File: config.mk
export PLATFORM = sky130hd
export DESIGN_NAME = banked_breakpoint_pass_counter_flat
export DESIGN_NICKNAME = d
export VERILOG_FILES = /design/src/rtl/core/bbpc_pkg.sv /design/src/rtl/core/bbpc_req_if.sv /design/src/rtl/core/bbpc_rsp_if.sv /design/src/rtl/core/bbpc_cell.sv /design/src/rtl/core/banked_breakpoint_pass_counter.sv /design/src/flat_wrapper.sv
export SDC_FILE = /design/constraint.sdc
export NUM_CORES = 2
export LEC_CHECK = 0
export ABC_AREA = 1
export BUFFER_PORTS_ARGS = -buffer_cell sky130_fd_sc_hd__buf_2
export CAP_MARGIN = 20
export CORE_MARGIN = 3
export CORE_UTILIZATION = 35
export CTS_CLUSTER_DIAMETER = 50
export DETAILED_ROUTE_END_ITERATION = 10
export GPL_TIMING_DRIVEN = 0
export PLACE_DENSITY_LB_ADDON = 0.08
export SETUP_SLACK_MARGIN = 0.2
export SYNTH_ARGS = -nofsm -noshare
export SYNTH_HDL_FRONTEND = slang
export SYNTH_SLANG_ARGS = --single-unit
File: constraint.sdc
create_clock -name clk -period 3.1 [get_ports clk]
set_clock_uncertainty 0.05 [all_clocks]
set_input_delay 0.465 -clock clk [delete_from_list [all_inputs] [get_ports clk]]
set_output_delay 0.465 -clock clk [all_outputs]
set_load 0.02 [all_outputs]
File: src/rtl/core/bbpc_pkg.sv
// Shared constants, codes and the token type for the breakpoint pass counter.
`timescale 1ns / 1ps

package bbpc_pkg;

  // Table depth: one cell per breakpoint entry
  localparam int ENTRIES = 16;

  localparam int OP_W     = 3;
  localparam int ADDR_W   = 16;
  localparam int BANK_W   = 8;
  localparam int COUNT_W  = 16;
  localparam int STATUS_W = 3;

  // Addresses above this are fixed memory: a check's bank is forced to zero
  localparam logic [ADDR_W-1:0] BANKED_TOP = 16'h7FFF;

  // Operation codes
  localparam logic [OP_W-1:0] OP_CHECK  = 3'd0;
  localparam logic [OP_W-1:0] OP_SET    = 3'd1;
  localparam logic [OP_W-1:0] OP_CHANGE = 3'd2;
  localparam logic [OP_W-1:0] OP_DELETE = 3'd3;
  localparam logic [OP_W-1:0] OP_TOGGLE = 3'd4;

  // Status codes
  localparam logic [STATUS_W-1:0] ST_OK       = 3'd0;
  localparam logic [STATUS_W-1:0] ST_BAD_BANK = 3'd1;
  localparam logic [STATUS_W-1:0] ST_PRESENT  = 3'd2;
  localparam logic [STATUS_W-1:0] ST_ABSENT   = 3'd3;
  localparam logic [STATUS_W-1:0] ST_FULL     = 3'd4;

  // Request token that walks the chain, one cell per cycle
  typedef struct packed {
    logic               active;
    logic [OP_W-1:0]    op;
    logic [ADDR_W-1:0]  address;
    logic [BANK_W-1:0]  key_bank;
    logic [COUNT_W-1:0] hit_count;
    logic               enable_flag;
    logic               bp_on;
    logic               bad;
    logic               found;
    logic               claimed;
    logic               hit;
  } token_t;

endpackage

File: src/rtl/core/bbpc_req_if.sv
// Request channel: valid/ready with the request payload.
`timescale 1ns / 1ps

interface bbpc_req_if;
  import bbpc_pkg::*;

  logic               valid;
  logic               ready;
  logic [OP_W-1:0]    op;
  logic [ADDR_W-1:0]  address;
  logic [BANK_W-1:0]  bank;
  logic [COUNT_W-1:0] hit_count;
  logic               enable_flag;

  modport source (output valid, op, address, bank, hit_count, enable_flag, input ready);
  modport sink   (input valid, op, address, bank, hit_count, enable_flag, output ready);
endinterface

File: src/rtl/core/bbpc_rsp_if.sv
// Response channel: valid/ready with hit flag and status.
`timescale 1ns / 1ps

interface bbpc_rsp_if;
  import bbpc_pkg::*;

  logic                valid;
  logic                ready;
  logic                hit;
  logic [STATUS_W-1:0] status;

  modport source (output valid, hit, status, input ready);
  modport sink   (input valid, hit, status, output ready);
endinterface

File: src/rtl/core/bbpc_cell.sv
// One breakpoint entry; acts on the passing token and hands it on.
`timescale 1ns / 1ps

module bbpc_cell (
  input  logic            clk,
  input  logic            rst,
  input  bbpc_pkg::token_t tok_in,
  input  logic            commit,
  input  logic            resolve,
  output bbpc_pkg::token_t tok_out,
  output logic            claim
);
  import bbpc_pkg::*;

  logic               valid;
  logic [ADDR_W-1:0]  address;
  logic [BANK_W-1:0]  bank;
  logic [COUNT_W-1:0] passes;
  logic [COUNT_W-1:0] required;
  logic               enabled;

  logic               match;
  logic               live;
  logic [COUNT_W:0]   passes_inc;
  logic               reached;
  token_t             tok_next;

  // Key compare and counter step
  assign live       = tok_in.active && !tok_in.bad;
  assign match      = valid && (address == tok_in.address) && (bank == tok_in.key_bank);
  assign passes_inc = {1'b0, passes} + {{COUNT_W{1'b0}}, 1'b1};
  assign reached    = passes_inc >= {1'b0, required};

  // Token update
  always_comb begin
    tok_next = tok_in;
    if (live && match && (tok_in.op != OP_CHECK)) begin
      tok_next.found = 1'b1;
    end
    if (live && (tok_in.op == OP_CHECK) && tok_in.bp_on && match && enabled && reached) begin
      tok_next.hit = 1'b1;
    end
    if (live && (tok_in.op == OP_SET) && !valid && !tok_in.claimed) begin
      tok_next.claimed = 1'b1;
    end
  end

  // Token register
  always_ff @(posedge clk) begin
    if (rst) begin
      tok_out <= '0;
    end else begin
      tok_out <= tok_next;
    end
  end

  // Valid bit and tentative claim; a claim commits when the token leaves the chain
  always_ff @(posedge clk) begin
    if (rst) begin
      valid <= 1'b0;
      claim <= 1'b0;
    end else begin
      if (resolve && claim) begin
        valid <= commit;
        claim <= 1'b0;
      end else if (live && (tok_in.op == OP_SET) && !valid && !tok_in.claimed) begin
        claim <= 1'b1;
      end else if (live && (tok_in.op == OP_DELETE) && match) begin
        valid <= 1'b0;
      end
    end
  end

  // Entry payload
  always_ff @(posedge clk) begin
    if (live) begin
      unique case (tok_in.op)
        OP_CHECK: begin
          if (tok_in.bp_on && match && enabled) begin
            passes <= reached ? '0 : passes_inc[COUNT_W-1:0];
          end
        end
        OP_SET: begin
          if (!valid && !tok_in.claimed) begin
            address  <= tok_in.address;
            bank     <= tok_in.key_bank;
            passes   <= '0;
            required <= tok_in.hit_count;
            enabled  <= 1'b1;
          end
        end
        OP_CHANGE: begin
          if (match) begin
            required <= tok_in.hit_count;
          end
        end
        OP_TOGGLE: begin
          if (match) begin
            enabled <= tok_in.enable_flag;
          end
        end
        default: begin
        end
      endcase
    end
  end

endmodule

File: src/rtl/core/banked_breakpoint_pass_counter.sv
// Top level: breakpoint table as a chain of entry cells, with result staging.
`timescale 1ns / 1ps

// A request walks the chain of ENTRIES cells one cell per clock; each cell
// compares its own entry against the request and counts, edits or claims
// itself. When the request leaves the last cell its result goes into a
// holding register and then the output register, and the next request is
// taken once the previous result reaches the output register, even if that
// result is still waiting to be taken. A set claims the lowest free cell on
// the way and the claim is confirmed when the request leaves the chain
// without having met a duplicate. bp_on resets to 1 and should be written
// only with no request in flight.
module banked_breakpoint_pass_counter (
  input  logic           clk,
  input  logic           rst,
  input  logic           cfg_we,
  input  logic           cfg_wdata,
  bbpc_req_if.sink       req,
  bbpc_rsp_if.source     rsp
);
  import bbpc_pkg::*;

  token_t                tok [ENTRIES+1];
  logic [ENTRIES-1:0]    claims;
  token_t                tail;
  logic                  bp_on;
  logic                  busy;
  logic                  hold_valid;
  logic                  hold_hit;
  logic [STATUS_W-1:0]   hold_status;
  logic                  commit;
  logic                  resolve;
  logic [STATUS_W-1:0]   status_next;
  logic                  take;
  logic                  move;

  assign take      = req.valid && req.ready;
  assign req.ready = !busy;

  // Global enable register
  always_ff @(posedge clk) begin
    if (rst) begin
      bp_on <= 1'b1;
    end else if (cfg_we) begin
      bp_on <= cfg_wdata;
    end
  end

  // Build the entry token from the request; only table edits can have a bad bank
  always_comb begin
    tok[0]             = '0;
    tok[0].active      = take;
    tok[0].op          = req.op;
    tok[0].address     = req.address;
    tok[0].hit_count   = req.hit_count;
    tok[0].enable_flag = req.enable_flag;
    tok[0].bp_on       = bp_on;
    tok[0].key_bank    = ((req.op == OP_CHECK) && (req.address > BANKED_TOP)) ?
                         '0 : req.bank;
    tok[0].bad         = (req.op != OP_CHECK) && (req.op <= OP_TOGGLE) &&
                         (req.bank != '0) && (req.address > BANKED_TOP);
  end

  // Cell chain
  for (genvar i = 0; i < ENTRIES; i++) begin : g_cell
    bbpc_cell u_cell (
      .clk     (clk),
      .rst     (rst),
      .tok_in  (tok[i]),
      .commit  (commit),
      .resolve (resolve),
      .tok_out (tok[i+1]),
      .claim   (claims[i])
    );
  end

  assign tail    = tok[ENTRIES];
  assign resolve = tail.active;
  assign commit  = tail.active && (tail.op == OP_SET) && !tail.bad &&
                   !tail.found && tail.claimed;

  // Status from the token leaving the chain
  always_comb begin
    status_next = ST_OK;
    if (tail.bad) begin
      status_next = ST_BAD_BANK;
    end else begin
      unique case (tail.op)
        OP_SET: begin
          if (tail.found) begin
            status_next = ST_PRESENT;
          end else if (!tail.claimed) begin
            status_next = ST_FULL;
          end
        end
        OP_CHANGE, OP_DELETE, OP_TOGGLE: begin
          if (!tail.found) begin
            status_next = ST_ABSENT;
          end
        end
        default: begin
          status_next = ST_OK;
        end
      endcase
    end
  end

  assign move = hold_valid && (!rsp.valid || rsp.ready);

  // Busy flag and result staging
  always_ff @(posedge clk) begin
    if (rst) begin
      busy       <= 1'b0;
      hold_valid <= 1'b0;
      rsp.valid  <= 1'b0;
    end else begin
      if (take) begin
        busy <= 1'b1;
      end else if (move) begin
        busy <= 1'b0;
      end
      if (tail.active) begin
        hold_valid <= 1'b1;
      end else if (move) begin
        hold_valid <= 1'b0;
      end
      if (move) begin
        rsp.valid <= 1'b1;
      end else if (rsp.ready) begin
        rsp.valid <= 1'b0;
      end
    end
  end

  always_ff @(posedge clk) begin
    if (tail.active) begin
      hold_hit    <= tail.hit && (tail.op == OP_CHECK);
      hold_status <= status_next;
    end
    if (move) begin
      rsp.hit    <= hold_hit;
      rsp.status <= hold_status;
    end
  end

  // At most one cell holds an unconfirmed claim
  assert property (@(posedge clk) disable iff (rst) $countones(claims) <= 1)
    else $error("more than one pending claim");

  // A token leaves the chain only while a request is in flight
  assert property (@(posedge clk) disable iff (rst) tail.active |-> busy && !hold_valid)
    else $error("token left chain with no request in flight");

  // Claims are resolved when the token leaves the chain
  assert property (@(posedge clk) disable iff (rst) tail.active |=> claims == '0)
    else $error("claim survived request completion");

  // A staged result implies the block is still busy
  assert property (@(posedge clk) disable iff (rst) hold_valid |-> busy)
    else $error("staged result while idle");

endmodule

File: src/flat_wrapper.sv
// flat-port wrapper written by rule: the top's interface ports become plain ports
module banked_breakpoint_pass_counter_flat import bbpc_pkg::*;
  (clk, rst, cfg_we, cfg_wdata, req_valid, req_op, req_address, req_bank, req_hit_count, req_enable_flag, req_ready, rsp_valid, rsp_hit, rsp_status, rsp_ready);
  bbpc_req_if req_i ();
  bbpc_rsp_if rsp_i ();
  input  logic clk;
  input  logic rst;
  input  logic cfg_we;
  input  logic cfg_wdata;
  input wire logic [$bits(req_i.valid)-1:0] req_valid;
  input wire logic [$bits(req_i.op)-1:0] req_op;
  input wire logic [$bits(req_i.address)-1:0] req_address;
  input wire logic [$bits(req_i.bank)-1:0] req_bank;
  input wire logic [$bits(req_i.hit_count)-1:0] req_hit_count;
  input wire logic [$bits(req_i.enable_flag)-1:0] req_enable_flag;
  output wire logic [$bits(req_i.ready)-1:0] req_ready;
  output wire logic [$bits(rsp_i.valid)-1:0] rsp_valid;
  output wire logic [$bits(rsp_i.hit)-1:0] rsp_hit;
  output wire logic [$bits(rsp_i.status)-1:0] rsp_status;
  input wire logic [$bits(rsp_i.ready)-1:0] rsp_ready;
  assign req_i.valid = req_valid;
  assign req_i.op = req_op;
  assign req_i.address = req_address;
  assign req_i.bank = req_bank;
  assign req_i.hit_count = req_hit_count;
  assign req_i.enable_flag = req_enable_flag;
  assign req_ready = req_i.ready;
  assign rsp_valid = rsp_i.valid;
  assign rsp_hit = rsp_i.hit;
  assign rsp_status = rsp_i.status;
  assign rsp_i.ready = rsp_ready;
  banked_breakpoint_pass_counter u_core (.clk(clk), .rst(rst), .cfg_we(cfg_we), .cfg_wdata(cfg_wdata), .req(req_i), .rsp(rsp_i));
endmodule
# --- After elaboration in Yosys (flattened, before gate mapping) ---
# Cells that the tools add are included.
# Widths: inputs -> output; s select.
word_totals:
  ff_bits: 1714
  inputBits: 50
op_classes:
  n_addsub: 16
  magnitude_cmp: 18
  n_eq_ne: 180
  mux: 266
  bitwise_logic: 1
  reduce_logical: 563
op_table:
  columns: ["op", "n"]
  rows:
  - ["$mux 16", 80]
  - ["$pmux 16 s2", 32]
  - ["$logic_and 1x1->1", 313]
  - ["$add 16x1->17 const B", 16]
  - ["$ge 17x16->1", 16]
  - ["$eq 16x16->1", 16]
  - ["$reduce_and 4->1", 48]
  - ["$reduce_bool 2->1", 67]
  - ["$mux 1", 133]
  - ["$eq 8x8->1", 16]
  - ["$eq 3x2->1 const B", 34]
  - ["$ne 2x1->1 const B", 46]
  - ["$ne 2x2->1 const B", 34]
  - ["$eq 3x1->1 const B", 17]
  - ["$eq 3x3->1 const B", 17]
  - ["$logic_not 1->1", 51]
  - ["$logic_not 3->1", 17]
  - ["$reduce_and 3->1", 16]
  - ["$reduce_bool 3->1", 16]
  - ["$pmux 1 s2", 16]
  - ["$reduce_and 2->1", 16]
  - ["$reduce_or 2->1", 16]
  - ["$gt 16x15->1 const B", 1]
  - ["$mux 8", 1]
  - ["8 further kinds", 9]

# --- Longest topological paths before layout ---
logic_depth:
  word_depth: 12
  depth_mapped: 23
  mapped_depth_nobuf: 23

# --- Cells and area by module ---
# From an unflattened synthesis, not the netlist that was laid out.
hier_totals:
  cells_unflattened: 8436
  area_unflattened_um2: 75446.1
by_module_without_submodules:
  columns: ["module", "n_inst", "cells_per_inst", "area_per_inst_um2", "seq_area_each_um2"]
  rows:
  - ["bbpc_cell (u_core.g_cell[10].u_cell ...)", 10, 517, 4624.4, 2752.6]
  - ["bbpc_cell (u_core.g_cell[0].u_cell ...)", 2, 513, 4718.3, 2752.6]
  - ["bbpc_cell (u_core.g_cell[8].u_cell)", 1, 556, 4912.2, 2752.6]
  - ["bbpc_cell (u_core.g_cell[9].u_cell)", 1, 564, 4873.4, 2752.6]
  - ["bbpc_cell (u_core.g_cell[14].u_cell)", 1, 529, 4748.3, 2752.6]
  - ["bbpc_cell (u_core.g_cell[7].u_cell)", 1, 519, 4655.7, 2752.6]
  - ["banked_breakpoint_pass_counter", 1, 72, 575.6, 320.3]

# --- Least setup slack after synthesis ---
# No wires, ideal clock.
synth_path:
  kind: "input to register"
  startpoint: "input port req_op[0]"
  endpoint: "register u_core.g_cell[0].u_cell.address[0], enable pin"
  setup_ps: 437
  t_arrival_ps: 2864
  setup_slack_ps: -251
  path_stages: 5
  path_cell_list: "nor2_1 > ha_1 > o211ai_1 > nand3_1 > nor3_1"
synth_via:
  elab_chain_cells: 7
  elab_cells_between_ends: 9
synth_rtl:
  columns: ["item", "line", "rtl"]
  rows:
  - ["start, declared", "flat_wrapper.sv:11", "input wire logic [$bits(req_i.op)-1:0] req_op;"]
  - ["$le 3x3->1 or $reduce_bool 3->1 (tied branches)", "banked_breakpoint_pass_counter.sv:60", "tok[0].bad = (req.op != OP_CHECK) && (req.op <= OP_TOGGLE) &&"]
  - ["$logic_and 1x1->1 (2 in series)", "banked_breakpoint_pass_counter.sv:60", null]
  - ["$logic_and 1x1->1", "banked_breakpoint_pass_counter.sv:61", "(req.bank != '0) && (req.address > BANKED_TOP);"]
  - ["$logic_not 1->1", "bbpc_cell.sv:29", "assign live = tok_in.active && !tok_in.bad;"]
  - ["$logic_and 1x1->1", "bbpc_cell.sv:29", null]
  - ["$reduce_and 3->1 (no source line) (*)", null, null]
  - ["end signal, assigned", "bbpc_cell.sv:85", "address <= tok_in.address;"]
  - ["end, declared", "bbpc_cell.sv:16", "logic [ADDR_W-1:0] address;"]
# Every way passes the cells marked *; elsewhere a longest branch is shown, timed or not.
# A chain may end at the register's enable or synchronous reset.

# --- Worst setup path in the final report ---
layout_path:
  startpoint: "register u_core.g_cell[14].u_cell.passes[0]"
  endpoint: "register u_core.g_cell[14].u_cell.passes[10], data pin"
layout_via:
  elab_chain_cells: 5
layout_rtl:
  columns: ["item", "line", "rtl"]
  rows:
  - ["start, declared", "bbpc_cell.sv:18", "logic [COUNT_W-1:0] passes;"]
  - ["start signal, assigned", "bbpc_cell.sv:80", "passes <= reached ? '0 : passes_inc[COUNT_W-1:0];"]
  - ["$add 16x1->17", "bbpc_cell.sv:31", "assign passes_inc = {1'b0, passes} + {{COUNT_W{1'b0}}, 1'b1};"]
  - ["net u_core.g_cell[14].u_cell.passes_inc[14]", "bbpc_cell.sv:24", "logic [COUNT_W:0] passes_inc;"]
  - ["$ge 17x16->1", "bbpc_cell.sv:32", "assign reached = passes_inc >= {1'b0, required};"]
  - ["$mux 16", "bbpc_cell.sv:80", null]
  - ["$mux 16", "bbpc_cell.sv:79", "if (tok_in.bp_on && match && enabled) begin"]
  - ["$pmux 16 s2", "bbpc_cell.sv:77", "unique case (tok_in.op)"]
# The timed path passes the listed nets, and every way through them passes these cells. The select of a mux whose other input is x is not followed.

==> out/metrics.csv <==
stage;metric;value;unit
power_and_ir_drop;share of power burned in combinational logic;1.8;%
flow_run;max-cap viol count;0;
setup_path;worst-path maximum fanout;5;
synth;biggest area contributors in the synthesized netlist;edfxtp_1 38%, dfxtp_1 22%, inv_1 8.8%, nor2_1 7.5%, nand2_1 5.5%;
placed_design;DP Worst Slack;-575;ps
final_layout;layout cells sized above 1;19.7;%
floorplanning;starting density of the core;35.3;%
setup_path;Reg2Reg Launch Point;u_core.g_cell[14].u_cell.passes[0]$_SDFFCE_PP0P_;
placed_design;PortBufs;54;
global_route;Remaining Overflow, GRT;0;
placed_design;GPL Wtd Cong;0.854;
final_layout;growth of design area from synthesis to finish;27.7;%
power_and_ir_drop;Worst IR Drop VDD;0.534;mV
setup_path;crit-path most repeated cell;nand2_2;
final_layout;fin cells;11400;
setup_path;data required time of the worst path;3620;ps
routing;post-route antenna net violation count;0;
synth;Synth Cell Area;0.0725;mm²
routing;remaining routing DRC violations;0;
setup_path;worst reg2reg setup slack;-160;ps
routing;total via count in the routed design;50500;
timing;count of pins over their slew limit;0;
setup_path;startpoint type of the worst setup path;register;
hold_path;cell depth of the worst min-delay path;3;
floorplanning;placeable core region;0.205;mm²
synth;Post-Synthesis Net Count;8087;
run_status;status;complete, but fails checks;
setup_path;critical path's slowest cell;edfxtp_1;
placed_design;placed instance count;10600;
routing;Initial DRT Pass Iterations;6;
cts;Worst-path clk slew;60;ps
synth;share of synthesized area occupied by flip-flops and latches;60.1;%
setup_path;ordered cell list for the critical path;ha_2 > nand2_2 > nor2_4 > nand3_2 > nand3b_1 > nor2_2 > nand2_2 > nor2_4 > xor2_2 > inv_2 > ha_4 > nand2_4 > nor4_4 > a21boi_1 > nand2_1 > nand2_2 > nand3_4 > buf_6 > buf_8 > nor2_2;
power_and_ir_drop;clock share of power;50.5;%
floorplanning;floorplan die height;461;µm
timing;final hold violation count;0;
power_and_ir_drop;Flop pwr share;47.7;%
power_and_ir_drop;internal power contribution;39.4;mW
routing;total wire length after detailed routing;190000;µm
hold_path;start point of the worst min-delay path;req_op[2];
synth;post-synthesis sequential element count;1714;
final_layout;fin nets;8806;
power_and_ir_drop;total power per unit cell area;543;mW/mm²
timing;setup repair after global routing missed its margin;true;
cts;H-tree levels;4;
hold_path;worst min-delay path category;in2reg;
hold_path;Hold Path End;u_core.g_cell[0].u_cell.enabled$_SDFFCE_PN1P_;
synth;number of cells produced by synthesis;7763;
power_and_ir_drop;switching power of the nets;10.9;mW
setup_path;highest cell delay on the worst timing path;370;ps
synth;leading cell types by count after synthesis;1705 x inv_1, 1439 x nor2_1, 1069 x nand2_1;
global_route;pin count of the biggest net entering global routing;26;
synth;most used flip-flop cell after synthesis;edfxtp_1;
global_route;antenna violations before repair;7;
setup_path;timing startpoint of the critical path;u_core.g_cell[14].u_cell.passes[0]$_SDFFCE_PP0P_;
cts;CTS tree;built;
power_and_ir_drop;switch share;21.7;%
timing;share of the cycle needed by the critical path after routing;105;%
floorplanning;Top Ports;56;
timing;worst-margin pin slew;1230;ps
timing;setup slack of the critical path after layout;-162;ps
cts;source-to-sink clock delay at the later pin of the worst-skew pair;830;ps
placed_design;Detail Placement HPWL;141000;µm
routing;detailed-route wire length per cell;16.7;µm
floorplanning;cell row count;166;
placed_design;standard cell area after detailed placement;0.0771;mm²
synth;Synth Area per Inst;9.33;µm²
cts;clock net sink count;1714;
final_layout;total of fill cells in the finished design;19700;
run_status;violations in the final reports;setup timing;
power_and_ir_drop;Leakage;37.7;nW
synth;share of flip-flops with an asynchronous set or reset after synthesis;0;%
timing;number of failing setup endpoints in the final timing report;39;
synth;number of enable-type register cells in the synthesized netlist;920;
synth;library cells used by synthesis;56;
cts;Root Buffer;clkbuf_16;
routing;Via density;4.44;
timing;Setup TNS Final;-3510;ps
timing;Tmin final;3260;ps
timing;maximum clock frequency;307;MHz
setup_path;arrival time at the worst endpoint;3780;ps
setup_path;end of the worst register-to-register path;u_core.g_cell[14].u_cell.passes[10]$_SDFFCE_PP0P_;
cts;TritonCTS buffer count;214;
final_layout;final standard cell area without fillers;0.0925;mm²
global_route;vias in the first global route;50800;
setup_path;Critical Path End Type;register;
synth;number of warnings issued by yosys;0;
global_route;global routing usage summed across all routing layers;17.6;%
synth;largest area contributor in the netlist;edfxtp_1;
cts;buffer depth of the longest clock path;3;
timing;relative slew slack;18.2;%
synth;share of Yosys cell area claimed by the top area cell type;38.1;%
floorplanning;die boundary width;461;µm
setup_path;type of the setup path with the least slack;reg2reg;
synth;most instantiated library cell after synthesis;inv_1;
global_route;global-route wire length before repair;287000;µm
floorplanning;Die ar.;0.213;mm²
setup_path;depth of the most critical reg-to-reg path;20;
routing;DRC violation total after the first TritonRoute iteration;2860;
[worst max-delay path, delay by kind of cell, from the launching register on]
kind | cells | cell delay (ps)
AND/OR/NAND/NOR | 13 | 1530
adder cells (fa/ha/maj) | 2 | 480
flip-flops | 1 | 370
buffers and inverters | 3 | 330
XOR/XNOR | 1 | 180
AO/OA/AOI/OAI | 1 | 90
[flip-flops by register name, indices dropped and copies added, names as in the netlist]
name,flops
u_core.g_cell.u_cell.required,256
u_core.g_cell.u_cell.passes,256
u_core.hold_hit,1
u_core.hold_status,3
u_core.busy,1
u_core.g_cell.u_cell.valid,16
u_core.hold_valid,1
u_core.rsp.status,3
u_core.rsp.hit,1
u_core.g_cell.u_cell.enabled,16
u_core.g_cell.u_cell.address,256
u_core.bp_on,1
u_core.g_cell.u_cell.claim,16
u_core.g_cell.u_cell.tok_out,758
u_core.rsp.valid,1
u_core.g_cell.u_cell.bank,128
[how the worst max path moves through the flow]
stage                                                              endpoint  slack, ps  cells past startpoint
after CTS                   u_core.g_cell[3].u_cell.passes[8]$_SDFFCE_PP0P_       -260                     20
after detailed placement    u_core.g_cell[3].u_cell.passes[3]$_SDFFCE_PP0P_       -580                     20
after global routing       u_core.g_cell[14].u_cell.passes[5]$_SDFFCE_PP0P_       -390                     20
after global placement     u_core.g_cell[3].u_cell.passes[15]$_SDFFCE_PP0P_      -1510                     10
after floorplan            u_core.g_cell[14].u_cell.passes[5]$_SDFFCE_PP0P_         90                     19
final                     u_core.g_cell[14].u_cell.passes[10]$_SDFFCE_PP0P_       -160                     20
[routing by layer]
metal	GRT usage, %	up-vias	wire length (µm)
li1	-	25800	-
met1	22.4	23600	84600
met2	30.1	825	92000
met3	2.84	311	7250
met4	6.12	0	6020
met5	0	-	0
[per-stage QoR]
step / utilization (%) / total power [mW] / hold slack (ps)
after floorplan: - / 24.8 / 336
after global placement: 37.1 / 25.2 / 339
after detailed placement: 37.6 / 25.3 / 340
after CTS: 43.4 / 50.9 / 51.4
after global routing: 45.1 / 52.0 / 94.8
final: 45.1 / 50.2 / 136
[layout make-up]
type                            count  area, µm²  area share, %
Clock buffer                      293       6140           6.63
Buffer                            108        583          0.630
Timing Repair Buffer              503       4740           5.13
Clock inverter                    117       1260           1.37
Multi-Input combinational cell   4231      26500           28.6
Tap cell                         2688       3360           3.63
Inverter                         1710       6420           6.94
Antenna cell                        5       12.5         0.0135
Sequential cell                  1714      43500           47.0
[cells by family after synthesis]
group	after synthesis	synth area share, %
buf+inv	1818	9.51
flops	1714	60.1
simple gates	3207	18.8
xor+xnor	267	3.24
compound gates	483	3.62
fa+ha+maj	274	4.73
[what timing repair did]
action,CTS,global route
cloned,15,1
buffers inserted,213,120
endpoints found under the setup margin,297,401
gates resized for setup,486,553
hold buffers,48,0
endpoints found under the hold margin,92,0
pin swaps,187,283
[power by group through the flow]
stage | clock network, mW | registers [mW] | logic, mW
2_1_floorplan | 0 | 24.4 | 0.421
3_3_place_gp | 0 | 24.4 | 0.800
3_5_place_dp | 0 | 24.4 | 0.824
4_1_cts | 26.1 | 23.9 | 0.914
5_1_grt | 27.0 | 24.0 | 1.02
6_report | 25.4 | 23.9 | 0.925
[layout by cell type, fill, tap and decap left out, types with 42 or more instances in the layout]
| cell type | count |
|---|---|
| inv_1 | 1655 |
| nor2_1 | 1196 |
| nand2_1 | 954 |
| edfxtp_1 | 920 |
| dfxtp_1 | 794 |
| buf_4 | 267 |
| clkbuf_16 | 228 |
| ha_1 | 204 |
| a21oi_1 | 168 |
| o21ai_0 | 167 |
| nand3_1 | 162 |
| nand4_1 | 156 |
| nor2_4 | 150 |
| nor2_2 | 131 |
| clkbuf_1 | 128 |
| xor2_1 | 107 |
| nand2_2 | 97 |
| xnor2_1 | 96 |
| nor3_1 | 76 |
| buf_6 | 73 |
| ha_4 | 58 |
| inv_2 | 55 |
| buf_2 | 55 |
| a21oi_2 | 53 |
| or2_2 | 51 |
| buf_8 | 49 |
| dlygate4sd3_1 | 48 |
| xor2_2 | 42 |
Power figures use the tool's default switching activity.
